<file path="config.mk">
export PLATFORM = sky130hd
export DESIGN_NAME = aeau_front
export DESIGN_NICKNAME = d
export VERILOG_FILES = /design/src/hw/rtl/aeau_pkg.sv /design/src/hw/rtl/aeau_front.sv
export SDC_FILE = /design/constraint.sdc
export NUM_CORES = 1
export LEC_CHECK = 0
export BUFFER_PORTS_ARGS = -buffer_cell sky130_fd_sc_hd__buf_4
export CORE_MARGIN = 3
export CORE_UTILIZATION = 25
export CTS_BUF_LIST = sky130_fd_sc_hd__clkbuf_2 sky130_fd_sc_hd__clkbuf_4 sky130_fd_sc_hd__clkbuf_8
export DETAILED_ROUTE_END_ITERATION = 6
export PLACE_DENSITY = 0.54
export SLEW_MARGIN = 40
export SYNTH_ARGS = -nofsm -noshare
export SYNTH_HDL_FRONTEND = slang
export SYNTH_SLANG_ARGS = --single-unit
</file>
<file path="constraint.sdc">
create_clock -name clk -period 8.2 [get_ports clk]
set_input_delay 0.41 -clock clk [delete_from_list [all_inputs] [get_ports clk]]
set_output_delay 0.41 -clock clk [all_outputs]
set_load 0.01 [all_outputs]
</file>
<file path="src/hw/rtl/aeau_pkg.sv">
// ----------------------------------------------------------------------------
// aeau_pkg
// Types and codes shared by the array element address unit.
// ----------------------------------------------------------------------------
package aeau_pkg;

	// input item kinds
	localparam logic [1:0] KIND_HEADER = 2'd0;
	localparam logic [1:0] KIND_BOUND  = 2'd1;
	localparam logic [1:0] KIND_QUERY  = 2'd2;

	// classified operations passed from front to back
	localparam logic [1:0] OP_HEADER    = 2'd0;
	localparam logic [1:0] OP_BOUND     = 2'd1;
	localparam logic [1:0] OP_QUERY     = 2'd2;
	localparam logic [1:0] OP_QUERY_BAD = 2'd3;

	localparam logic STATUS_OK    = 1'b0;
	localparam logic STATUS_UNDEF = 1'b1;

	localparam int ID_W = 10;

	typedef struct packed {
		logic [1:0]         kind;
		logic [ID_W-1:0]    array_id;
		logic [3:0]         dim_index;
		logic signed [31:0] base_address;
		logic [15:0]        elem_size;
		logic [4:0]         dim_count;
		logic signed [15:0] lower_bound;
		logic signed [15:0] upper_bound;
		logic signed [15:0] position;
	} aeau_in_t;

	typedef struct packed {
		logic signed [31:0] address;
		logic               status;
		logic [ID_W-1:0]    query_id;
	} aeau_out_t;

	typedef struct packed {
		logic [1:0] op;
		aeau_in_t   item;
	} aeau_cmd_t;

endpackage

</file>
<file path="src/hw/rtl/aeau_front.sv">
// ----------------------------------------------------------------------------
// aeau_front
// Takes input items, classifies them, drops invalid headers and bounds and queues the rest for the back end.
// ----------------------------------------------------------------------------
module aeau_front #(
	parameter int ARRAY_SLOTS = 1024,
	parameter int MAX_DIMS    = 16
) (
	input  logic               clk,
	input  logic               arst_n,
	input  logic               start,
	input  aeau_pkg::aeau_in_t item,
	input  logic               clearing,
	output logic               busy,
	output logic               cmd_valid,
	output aeau_pkg::aeau_cmd_t cmd,
	input  logic               cmd_take
);
	import aeau_pkg::*;

	aeau_cmd_t  q_mem [2];
	logic       wr_ptr_q;
	logic       rd_ptr_q;
	logic [1:0] count_q;

	logic       accept;
	logic       keep;
	logic       push;
	logic       pop;
	logic       id_ok;
	logic       dim_ok;
	logic [1:0] op;

	assign busy   = (count_q == 2'd2) || clearing;
	assign accept = start && !busy;

	assign id_ok  = {22'd0, item.array_id} < 32'(ARRAY_SLOTS);
	assign dim_ok = {28'd0, item.dim_index} < 32'(MAX_DIMS);

	always_comb begin
		keep = 1'b0;
		op   = OP_HEADER;
		case (item.kind)
			KIND_HEADER: begin
				keep = id_ok;
				op   = OP_HEADER;
			end
			KIND_BOUND: begin
				keep = id_ok && dim_ok;
				op   = OP_BOUND;
			end
			KIND_QUERY: begin
				keep = 1'b1;
				op   = id_ok ? OP_QUERY : OP_QUERY_BAD;
			end
			default: begin
				keep = 1'b0;
				op   = OP_HEADER;
			end
		endcase
	end

	assign push      = accept && keep;
	assign pop       = cmd_take && cmd_valid;
	assign cmd_valid = count_q != 2'd0;
	assign cmd       = q_mem[rd_ptr_q];

	always_ff @(posedge clk or negedge arst_n) begin
		if (!arst_n) begin
			wr_ptr_q <= 1'b0;
			rd_ptr_q <= 1'b0;
			count_q  <= 2'd0;
		end else begin
			if (push)
				wr_ptr_q <= ~wr_ptr_q;
			if (pop)
				rd_ptr_q <= ~rd_ptr_q;
			case ({push, pop})
				2'b10:   count_q <= count_q + 2'd1;
				2'b01:   count_q <= count_q - 2'd1;
				default: count_q <= count_q;
			endcase
		end
	end

	always_ff @(posedge clk) begin
		if (push) begin
			q_mem[wr_ptr_q].op   <= op;
			q_mem[wr_ptr_q].item <= item;
		end
	end

endmodule

</file>
==> flow_metrics.tcl <==
set metrics [dict create \
    die_h_um 194 \
    tightestPinTransition_ps 791 \
    holdPathStages 1 \
    clock_sinks 242 \
    p_int_mw 2.65 \
    hp-class "in2reg" \
    wl_um 19400 \
    ys_seq_elements 242 \
    viasPerCell 3.98 \
    ys_warn_count 0 \
    ys_types 18 \
    cp_slowest_cell "dfrtp_4" \
    clk_pin_slew_ps 70 \
    num_rows 68 \
    tns_ps 0 \
    grt-ovfl-total 0 \
    max_cap_violations 0 \
    drtPass1Iterations 4 \
    drive_gt1_frac 0.594 \
    power_density_nw_per_um2 293 \
    cts_tree "yes" \
    seqPwrFrac 0.434 \
    drt-wirelength-per-cell_um 16.2 \
    ctsResizeCount 0 \
    cts_buffers 43 \
    io_buffers 242 \
    clk_path_buf_depth 3 \
    core-area_um2 34700 \
    final_area_um2 12400 \
    drt-initial-drc-count 158 \
    cts_setup_buffers 0 \
    p_leak_nw 4.56 \
    p_comb_frac 0.274 \
    fin_crit_sh 0.384 \
    routabilityCongestion 0.686 \
    end_kind "output pin" \
    p_clk_frac 0.292 \
    synth.area.top_cells "edfxtp_1 (81%), mux2_2 (15%), buf_6 (1.4%), dfrtp_1 (1.1%), a211o_4 (0.20%)" \
    finalMaxSlewViolations 0 \
    hold_buffers 44 \
    ys_seq_area_frac 0.817 \
    p_sw_uw 990 \
    die_x_um 194 \
    hold_path_end "q_mem[1][107]" \
    final_common_cell "buf_4" \
    grt_pass1_wl_um 29800 \
    max_stage_delay_ps 860 \
    syn_area_um2 8870 \
    root_buffer "clkbuf_8" \
    critical_path_class "reg2out" \
    grt_pass1_vias 5328 \
    reg2reg_from "count_q[0]" \
    grt_antenna_before_repair 1 \
    fin_crit_ps 3150 \
    remaining_drc_errors 0 \
    path_cells "buf_6, mux2_2, buf_4" \
    die_area_um2 37800 \
    place_area_um2 11200 \
    synth_top_cell_area_share 0.806 \
    area_delta_synth_final_pct 40.4 \
    syn_inst 392 \
    setup_slack_ps 5050 \
    io_pins 243 \
    hold_start "item[107]" \
    grt_setup_unrepaired "false" \
    rrSetupSlack_ps 5710 \
    switching_share 0.272 \
    status "completed" \
    setup_viol_count_final 0 \
    postRouteAntennaNets 0 \
    fin_skew_ps 13.2 \
    num-nets-final 841 \
    crit_arrival_ps 2740 \
    ir_worst_vdd_mv 0.133 \
    r2r_end "q_mem[1][92]" \
    start_util 0.255 \
    dp_slack_ps 5450 \
    worstSkewPairLatency_ps 540 \
    hpwlAfterDp_um 12400 \
    grtUsageTotal 0.101 \
    avgSynthCellArea_um2 22.6 \
    htree_num_levels 2 \
    rr_worst_depth 5 \
    worst-path-max-fanout 74 \
    fmaxAchievable_ghz 0.317 \
    synth_area_leader_cell "edfxtp_1" \
    worst-endpoint-required_ps 7790 \
    relSlewSlack 0.473 \
    syn_nets 515 \
    grt_max_degree 75 \
    layout_common_cells "buf_4 (248), edfxtp_1 (238), mux2_2 (119)" \
    report.final.hold_viol_count 0 \
    vias 4777 \
    worstSetupStartpointType "flop" \
]
==> cells by family after synthesis <==
group           after synthesis  share of synthesized area
mux                         119                      0.151
simple gates                  7                    0.00438
flops                       242                      0.817
fa+ha+maj                     1                    0.00141
buf+inv                      15                     0.0159
xor+xnor                      5                    0.00579
compound gates                3                    0.00395
==> synth_stat cells, drive strengths merged <==
master	number
edfxtp	238
mux2	119
buf	13
dfrtp	4
nor2	3
xnor2	3
inv	2
nor2b	2
xor2	2
a211o	1
a21bo	1
a21o	1
and2	1
ha	1
or2	1
==> through the flow <==
stage / power (mW) / hold WS [ps] / util / cells
5_1_grt: 3.84 / 0.302 / 0.359 / 1199
3_3_place_gp: 2.62 / 218 / 0.322 / 1083
3_5_place_dp: 2.62 / 218 / 0.322 / 1083
2_1_floorplan: 2.19 / 114 / - / 392
6_report: 3.64 / 59.1 / 0.359 / 1199
4_1_cts: 3.73 / 0.172 / 0.358 / 1197
==> routing by layer <==
metal / GRT usage / share of wire
met2: 0.172 / 0.50
met3: 0.0449 / 0.086
met1: 0.108 / 0.38
met5: 0 / 0
met4: 0.0457 / 0.037
==> flip-flops by register name (all words and copies together), names as in the netlist <==
name	flops
q_mem	238
wr_ptr_q	1
rd_ptr_q	1
count_q	2
==> how the worst max path moves through the flow <==
| stage | start | to | slack, ps |
|---|---|---|---|
| final | rd_ptr_q | cmd[107] | 5050 |
| after floorplan | start | q_mem[0][0] | 1730 |
| after detailed placement | item[115] | q_mem[0][31] | 5450 |
| after global placement | rd_ptr_q | cmd[54] | 5210 |
| after global routing | rd_ptr_q | cmd[107] | 4860 |
| after CTS | rd_ptr_q | cmd[107] | 4890 |
==> cell type report <==
cell class,instances,area [um^2]
fillers,3343,22300
clock buffers,55,682
well taps,455,569
diodes,1,2.50
inverters,2,7.51
clock inverters,15,120
multi-input cells,135,1490
repair buffers,294,2320
flip-flops and latches,242,7250
==> power by group through the flow <==
stage          registers [mW]  logic, mW  clock network (mW)
6_report                 1.58      0.997                1.06
5_1_grt                  1.60       1.08                1.17
4_1_cts                  1.59       1.03                1.12
3_5_place_dp             1.61       1.00                   0
3_3_place_gp             1.61       1.01                   0
2_1_floorplan            1.57      0.612                   0
==> worst max-delay path, delay by kind of cell, from the launching register on <==
kind,cells,cell delay [ps]
buffers and inverters,2,850
DFF,1,860
muxes,1,430
Note: power is estimated with default switching activity, not from simulation.
